**config.mk**
```make
export PLATFORM = sky130hd
export DESIGN_NAME = aes_key_store
export DESIGN_NICKNAME = d
export VERILOG_FILES = /design/src/sv/aes_pkg.sv /design/src/sv/aes_key_store.sv
export SDC_FILE = /design/constraint.sdc
export NUM_CORES = 2
export LEC_CHECK = 0
export BUFFER_PORTS_ARGS = -buffer_cell sky130_fd_sc_hd__buf_2
export CORE_MARGIN = 2
export CORE_UTILIZATION = 25
export CTS_CLUSTER_DIAMETER = 100
export CTS_CLUSTER_SIZE = 24
export DETAILED_ROUTE_END_ITERATION = 8
export GPL_ROUTABILITY_DRIVEN = 1
export PLACE_DENSITY = 0.4
export SKIP_CTS_REPAIR_TIMING = 1
export SYNTH_ARGS = -nofsm -noshare
export SYNTH_HDL_FRONTEND = slang
export SYNTH_SLANG_ARGS = --single-unit
```
**constraint.sdc**
```tcl
create_clock -name i_clk -period 4.6 [get_ports i_clk]
set_clock_uncertainty 0.1 [all_clocks]
set_input_delay 0 -clock i_clk [delete_from_list [all_inputs] [get_ports i_clk]]
set_output_delay 0 -clock i_clk [all_outputs]
set_load 0.02 [all_outputs]
```
**src/sv/aes_pkg.sv**
```systemverilog
package aes_pkg;

    localparam int RK_DEPTH = 60;
    localparam int RK_AW    = 6;

    localparam logic [2:0] CFG_KEY_LENGTH = 3'd0;
    localparam logic [2:0] CFG_KEY_LAST   = 3'd4;

    typedef enum logic [2:0] {
        ST_IDLE,
        ST_KEY_LOAD,
        ST_KEY_EXP,
        ST_RK_FETCH,
        ST_FIRST,
        ST_ROUND,
        ST_DONE
    } t_state;

    typedef logic [7:0] t_byte;

    function automatic t_byte sbox(input t_byte a);
        t_byte t [256] = '{
            8'h63,8'h7c,8'h77,8'h7b,8'hf2,8'h6b,8'h6f,8'hc5,8'h30,8'h01,8'h67,8'h2b,8'hfe,8'hd7,8'hab,8'h76,
            8'hca,8'h82,8'hc9,8'h7d,8'hfa,8'h59,8'h47,8'hf0,8'had,8'hd4,8'ha2,8'haf,8'h9c,8'ha4,8'h72,8'hc0,
            8'hb7,8'hfd,8'h93,8'h26,8'h36,8'h3f,8'hf7,8'hcc,8'h34,8'ha5,8'he5,8'hf1,8'h71,8'hd8,8'h31,8'h15,
            8'h04,8'hc7,8'h23,8'hc3,8'h18,8'h96,8'h05,8'h9a,8'h07,8'h12,8'h80,8'he2,8'heb,8'h27,8'hb2,8'h75,
            8'h09,8'h83,8'h2c,8'h1a,8'h1b,8'h6e,8'h5a,8'ha0,8'h52,8'h3b,8'hd6,8'hb3,8'h29,8'he3,8'h2f,8'h84,
            8'h53,8'hd1,8'h00,8'hed,8'h20,8'hfc,8'hb1,8'h5b,8'h6a,8'hcb,8'hbe,8'h39,8'h4a,8'h4c,8'h58,8'hcf,
            8'hd0,8'hef,8'haa,8'hfb,8'h43,8'h4d,8'h33,8'h85,8'h45,8'hf9,8'h02,8'h7f,8'h50,8'h3c,8'h9f,8'ha8,
            8'h51,8'ha3,8'h40,8'h8f,8'h92,8'h9d,8'h38,8'hf5,8'hbc,8'hb6,8'hda,8'h21,8'h10,8'hff,8'hf3,8'hd2,
            8'hcd,8'h0c,8'h13,8'hec,8'h5f,8'h97,8'h44,8'h17,8'hc4,8'ha7,8'h7e,8'h3d,8'h64,8'h5d,8'h19,8'h73,
            8'h60,8'h81,8'h4f,8'hdc,8'h22,8'h2a,8'h90,8'h88,8'h46,8'hee,8'hb8,8'h14,8'hde,8'h5e,8'h0b,8'hdb,
            8'he0,8'h32,8'h3a,8'h0a,8'h49,8'h06,8'h24,8'h5c,8'hc2,8'hd3,8'hac,8'h62,8'h91,8'h95,8'he4,8'h79,
            8'he7,8'hc8,8'h37,8'h6d,8'h8d,8'hd5,8'h4e,8'ha9,8'h6c,8'h56,8'hf4,8'hea,8'h65,8'h7a,8'hae,8'h08,
            8'hba,8'h78,8'h25,8'h2e,8'h1c,8'ha6,8'hb4,8'hc6,8'he8,8'hdd,8'h74,8'h1f,8'h4b,8'hbd,8'h8b,8'h8a,
            8'h70,8'h3e,8'hb5,8'h66,8'h48,8'h03,8'hf6,8'h0e,8'h61,8'h35,8'h57,8'hb9,8'h86,8'hc1,8'h1d,8'h9e,
            8'he1,8'hf8,8'h98,8'h11,8'h69,8'hd9,8'h8e,8'h94,8'h9b,8'h1e,8'h87,8'he9,8'hce,8'h55,8'h28,8'hdf,
            8'h8c,8'ha1,8'h89,8'h0d,8'hbf,8'he6,8'h42,8'h68,8'h41,8'h99,8'h2d,8'h0f,8'hb0,8'h54,8'hbb,8'h16
        };
        return t[a];
    endfunction

    function automatic t_byte inv_sbox(input t_byte a);
        t_byte t [256] = '{
            8'h52,8'h09,8'h6a,8'hd5,8'h30,8'h36,8'ha5,8'h38,8'hbf,8'h40,8'ha3,8'h9e,8'h81,8'hf3,8'hd7,8'hfb,
            8'h7c,8'he3,8'h39,8'h82,8'h9b,8'h2f,8'hff,8'h87,8'h34,8'h8e,8'h43,8'h44,8'hc4,8'hde,8'he9,8'hcb,
            8'h54,8'h7b,8'h94,8'h32,8'ha6,8'hc2,8'h23,8'h3d,8'hee,8'h4c,8'h95,8'h0b,8'h42,8'hfa,8'hc3,8'h4e,
            8'h08,8'h2e,8'ha1,8'h66,8'h28,8'hd9,8'h24,8'hb2,8'h76,8'h5b,8'ha2,8'h49,8'h6d,8'h8b,8'hd1,8'h25,
            8'h72,8'hf8,8'hf6,8'h64,8'h86,8'h68,8'h98,8'h16,8'hd4,8'ha4,8'h5c,8'hcc,8'h5d,8'h65,8'hb6,8'h92,
            8'h6c,8'h70,8'h48,8'h50,8'hfd,8'hed,8'hb9,8'hda,8'h5e,8'h15,8'h46,8'h57,8'ha7,8'h8d,8'h9d,8'h84,
            8'h90,8'hd8,8'hab,8'h00,8'h8c,8'hbc,8'hd3,8'h0a,8'hf7,8'he4,8'h58,8'h05,8'hb8,8'hb3,8'h45,8'h06,
            8'hd0,8'h2c,8'h1e,8'h8f,8'hca,8'h3f,8'h0f,8'h02,8'hc1,8'haf,8'hbd,8'h03,8'h01,8'h13,8'h8a,8'h6b,
            8'h3a,8'h91,8'h11,8'h41,8'h4f,8'h67,8'hdc,8'hea,8'h97,8'hf2,8'hcf,8'hce,8'hf0,8'hb4,8'he6,8'h73,
            8'h96,8'hac,8'h74,8'h22,8'he7,8'had,8'h35,8'h85,8'he2,8'hf9,8'h37,8'he8,8'h1c,8'h75,8'hdf,8'h6e,
            8'h47,8'hf1,8'h1a,8'h71,8'h1d,8'h29,8'hc5,8'h89,8'h6f,8'hb7,8'h62,8'h0e,8'haa,8'h18,8'hbe,8'h1b,
            8'hfc,8'h56,8'h3e,8'h4b,8'hc6,8'hd2,8'h79,8'h20,8'h9a,8'hdb,8'hc0,8'hfe,8'h78,8'hcd,8'h5a,8'hf4,
            8'h1f,8'hdd,8'ha8,8'h33,8'h88,8'h07,8'hc7,8'h31,8'hb1,8'h12,8'h10,8'h59,8'h27,8'h80,8'hec,8'h5f,
            8'h60,8'h51,8'h7f,8'ha9,8'h19,8'hb5,8'h4a,8'h0d,8'h2d,8'he5,8'h7a,8'h9f,8'h93,8'hc9,8'h9c,8'hef,
            8'ha0,8'he0,8'h3b,8'h4d,8'hae,8'h2a,8'hf5,8'hb0,8'hc8,8'heb,8'hbb,8'h3c,8'h83,8'h53,8'h99,8'h61,
            8'h17,8'h2b,8'h04,8'h7e,8'hba,8'h77,8'hd6,8'h26,8'he1,8'h69,8'h14,8'h63,8'h55,8'h21,8'h0c,8'h7d
        };
        return t[a];
    endfunction

    function automatic t_byte xt(input t_byte a);
        return {a[6:0], 1'b0} ^ (a[7] ? 8'h1b : 8'h00);
    endfunction

    function automatic logic [31:0] sbox_word(input logic [31:0] w);
        return {sbox(w[31:24]), sbox(w[23:16]), sbox(w[15:8]), sbox(w[7:0])};
    endfunction

    function automatic logic [31:0] mix_col(input logic [31:0] c, input logic inv);
        t_byte a0, a1, a2, a3, b0, b1, b2, b3, u, v;
        a0 = c[31:24]; a1 = c[23:16]; a2 = c[15:8]; a3 = c[7:0];
        if (inv) begin
            u = xt(xt(a0 ^ a2));
            v = xt(xt(a1 ^ a3));
            a0 = a0 ^ u; a1 = a1 ^ v; a2 = a2 ^ u; a3 = a3 ^ v;
        end
        b0 = xt(a0) ^ xt(a1) ^ a1 ^ a2 ^ a3;
        b1 = a0 ^ xt(a1) ^ xt(a2) ^ a2 ^ a3;
        b2 = a0 ^ a1 ^ xt(a2) ^ xt(a3) ^ a3;
        b3 = xt(a0) ^ a0 ^ a1 ^ a2 ^ xt(a3);
        return {b0, b1, b2, b3};
    endfunction

    function automatic logic [127:0] sub_shift(input logic [127:0] s, input logic inv);
        logic [127:0] r;
        logic [1:0]   src;
        for (int c = 0; c < 4; c++) begin
            for (int k = 0; k < 4; k++) begin
                src = inv ? 2'(c + 4 - k) : 2'(c + k);
                r[127 - 8*(4*c + k) -: 8] = inv ? inv_sbox(s[127 - 8*(4*int'(src) + k) -: 8])
                                                : sbox(s[127 - 8*(4*int'(src) + k) -: 8]);
            end
        end
        return r;
    endfunction

    function automatic logic [127:0] mix_all(input logic [127:0] s, input logic inv);
        logic [127:0] r;
        for (int c = 0; c < 4; c++)
            r[127 - 32*c -: 32] = mix_col(s[127 - 32*c -: 32], inv);
        return r;
    endfunction

endpackage

```
**src/sv/aes_key_store.sv**
```systemverilog
module aes_key_store (
    input  logic                       i_clk,
    input  logic                       i_we,
    input  logic [aes_pkg::RK_AW-1:0]  i_waddr,
    input  logic [31:0]                i_wdata,
    input  logic [aes_pkg::RK_AW-1:0]  i_raddr,
    output logic [31:0]                o_rdata
);
    import aes_pkg::*;

    logic [31:0] r_mem [RK_DEPTH];

    always_ff @(posedge i_clk) begin
        if (i_we) begin
            r_mem[i_waddr] <= i_wdata;
        end
        o_rdata <= r_mem[i_raddr];
    end

endmodule

```
Yosys cells after proc, flatten, opt, wreduce, memory -nomap -nowiden:

Memories as Yosys holds them, arrays and structs flattened. A register that Yosys moved wholly into a read port is not among the register bits.
Index checks and enable logic that the tools add are counted.
Widths: inputs -> output; s select.

* register bits: 0
* bits in writable memories: 1920
* input port bits: 46
* memories: 1

* multiplexer cells: 2

Memory list
* r_mem: words 60, bits a word 32, rd ports 1, clocked after Yosys merged registers in 1, write ports 1, RTL line aes_key_store.sv:11 `logic [31:0] r_mem [RK_DEPTH];`

Operator list (number)
* $mux 1: 2

Depth between registers and ports, before layout:

* word-level depth: 2
* mapped depth: 10
* gate-level depth less buffers: 5

Least setup slack after synthesis:

OpenSTA, ideal clock, no wires.

* kind: input to register
* start point: in i_waddr[4] (netlist bit)
* end point: mem r_mem[32][0] (enable)
* setup time: 0.461 ns
* data arrival time: 2.678 ns
* data required time: 4.039 ns
* path slack: 1.361 ns
* stages: 4
* buffers on the path: 1
* path through: clkbuf_1 nor2_1 nand4b_1 nor3_1

RTL lines
* start, declared: RTL line aes_key_store.sv:4 `input logic [aes_pkg::RK_AW-1:0] i_waddr,`
* end, declared: RTL line aes_key_store.sv:11

No word-level cell before the write port.

==> parameters.txt <==
Parameter                              Value

Floorplanning
  Num ports    78
  Die extent in x    547 µm
  Starting utilization of the core area    25.1%
  Core ar.    ~290000 µm²
  Die height    547 µm
  Die area    300000 µm²
  Rows    199

Detailed routing
  DR vias    34.1k
  Routed vias/inst    4.58
  Detail Route Antenna Nets    0
  DRC violations left    12
  Drt total wl    between 200000 and 250000 µm
  Mean routed wirelength per cell    28.7 µm
  First-pass DRT Iterations    7
  Iteration-0 DRC Markers    3366

Placement
  HPWL after detailed placement    127000 µm
  Port Buffers    77
  Placed cell area    80200 µm²
  Final weighted congestion in routability-driven placement    about 0.73
  Cells after DPL    between 7k and 8k

Timing
  Setup Viol. Count Final    0
  Final period demand of the worst path    ~2.9 ns
  Fin. Hold Viols    0
  Unrepaired setup endpoints after global routing    no
  Worst slew pin tran    1.24 ns
  Setup tns final    0 ns
  Max-slew violation count    0
  Final period util    62.2%
  Relative slew slack    17.6%
  Fmax achieved    0.350 GHz

Cells and area
  Non-filler instance count after layout    7452
  Share of post-route cells with drive strength above 1    25.5%
  # nets final    3500
  Layout fillers    around 29k
  Core utilization of the finished layout    between 20% and 30%
  Total non-filler cell area in the finished layout    83200 µm²
  Signed area change from the synthesized netlist to the final layout    12.8%

Clock network
  TritonCTS clock tree    done
  Clock root cell    clkbuf_16
  Clk_lat worst skew    roughly 0.75 ns
  Number of sinks on the clock net    1952
  Number of buffers created by CTS    91
  CTS clock-pin slew for the worst setup and hold paths    0.10 ns
  CTS H-tree depth    3
  Maximum clock insertion buffer count    3

Synth
  Fraction of post-synthesis cell area in the top cell type by area    78.1%
  Net Count, Synth    3310
  Cell Area, Synth    73800 µm²
  Area contributors post-synth    edfxtp_1, mux4_2, a22oi_1
  Synthesis Warnings    0
  Share of the yosys chip area belonging to registers    79.0%
  Top cell type by total area after synthesis    edfxtp_1
  Number of unique standard cell types used by synthesis    38
  Number of synthesized register bits    1952
  Cells after synthesis    3264
  Average footprint of a synthesized cell    roughly 23 µm²

Setup path
  Arrival time at the worst endpoint    3.43 ns
  Startpoint class of the critical path    primary input
  Data required time at the worst endpoint    roughly 5.2 ns
  Critical path class    in2reg
  Worst setup EP type    flip-flop
  CP max FO    42

GRT
  Largest net degree at the start of global routing    65
  Total congestion overflow after global routing    0
  First-pass GRT wire length    approximately 300000 µm
  Vias in the first global route    35.3k
  GRT Resource Usage Total    between 10 and 15%
  Antenna violations before repair    13

Status
  Status    complete, but fails checks
  Violated checks    DRC

Power and ir drop
  Leak pwr    0.0247 µW
  Power per standard cell area    375 nW/µm²
  Max VDD drop    261 µV

Min path
  Worst min-delay path category    in2reg

Run
  Reported max-cap violation count    0
## cells by family after synthesis
| logic type | after synthesis | share of synthesized area, % |
|---|---|---|
| AO/OA/AOI/OAI | 384 | 3.60 |
| buffers and inverters | 192 | 1.38 |
| flip-flops | 1952 | 79.0 |
| multiplexers | 499 | 14.6 |
| AND/OR/NAND/NOR | 237 | 1.45 |
## worst max-delay path, cell delays in order
cell           delay [ns]
dlygate4sd3_1        0.54
buf_4                0.32
buf_4                0.39
nor2b_4              0.67
buf_12               0.33
a21oi_1              0.11
o211a_1              0.13
a31oi_1              0.58
and3_1               0.26
## path summary, 6_finish.rpt
kind                            from                endpoint  slack [ns]  cells past startpoint
max                       i_raddr[2]     o_rdata[30]$_DFF_P_        1.74                      9
max reg2reg  r_mem[35][22]$_DFFE_PP_     o_rdata[22]$_DFF_P_        2.08                      6
min                       i_waddr[2]  r_mem[39][7]$_DFFE_PP_        0.04                      3
min reg2reg   r_mem[57][1]$_DFFE_PP_      o_rdata[1]$_DFF_P_        0.72                      4
## cell usage in the layout (no fill, tap or decap), types with 45 or more instances in the layout
cell and n:
a21oi_1 45, a22oi_1 109, buf_2 73, buf_4 150, clkbuf_1 69, clkbuf_16 93, edfxtp_1 1920, mux4_2 461
nand2_1 62, nor2_4 60, o21ai_0 65
## layout make-up
class,instances,area (µm²),share of cell area (%)
diodes,2,5.00,0.00601
multi-input cells,1120,15000,18.0
inverters,3,12.5,0.0150
clock inverters,7,71.3,0.0857
clock buffers,163,2600,3.12
repair buffers,286,2360,2.84
well taps,3919,4900,5.89
flip-flops and latches,1952,58300,70.0
## state kept, by name (all words and copies together), names as in the netlist
name,flops
o_rdata,32
r_mem,1920
## per-stage QoR
stage,hold WS [ns],power (µW),setup WS [ns]
final,0.0377,31200,1.74
after global routing,0.0394,32300,1.68
after CTS,-0.419,31700,2.29
after detailed placement,0.344,22100,1.50
after global placement,0.354,22100,1.53
after floorplan,-0.00113,21100,1.36
## layer usage
| metal | wire length, µm | vias up | global-route usage (%) |
|---|---|---|---|
| met4 | 3660 | 0 | 2.48 |
| met3 | 7540 | 162 | 1.48 |
| li1 | - | 14200 | - |
| met5 | 0 | - | 0 |
| met1 | 97400 | 19000 | 19.7 |
| met2 | 106000 | 732 | 23.6 |
## cell usage after synthesis
cell         n
a21oi_1     45
a221oi_1    19
a22o_1      26
a22oi_1    109
a31o_2      13
a31oi_1     19
and2_1       4
and3_1      19
buf_1       22
buf_12       4
buf_2       42
buf_4       15
buf_6       12
buf_8        3
clkbuf_1    91
dfxtp_1     32
edfxtp_1  1920
inv_1        1
inv_2        2
mux2i_1     38
mux4_2     461
nand2_1     62
nand2b_1     3
nand3_1     43
nand3b_1     3
nand4_1      2
nand4b_1     1
nor2_1      86
nor2b_1      8
nor3_1       2
o211a_1     19
o211ai_1    32
o21a_1      19
o21ai_0     65
o21ai_1     18
or2_2        1
or3_1        1
or3b_2       2
## report_power, final
part,internal (µW),leakage (µW),switching (µW)
clock network,3900,0.00127,5690
registers,19700,0.0175,93.2
logic,661,0.00589,1240
Power figures use the tool's default switching activity.
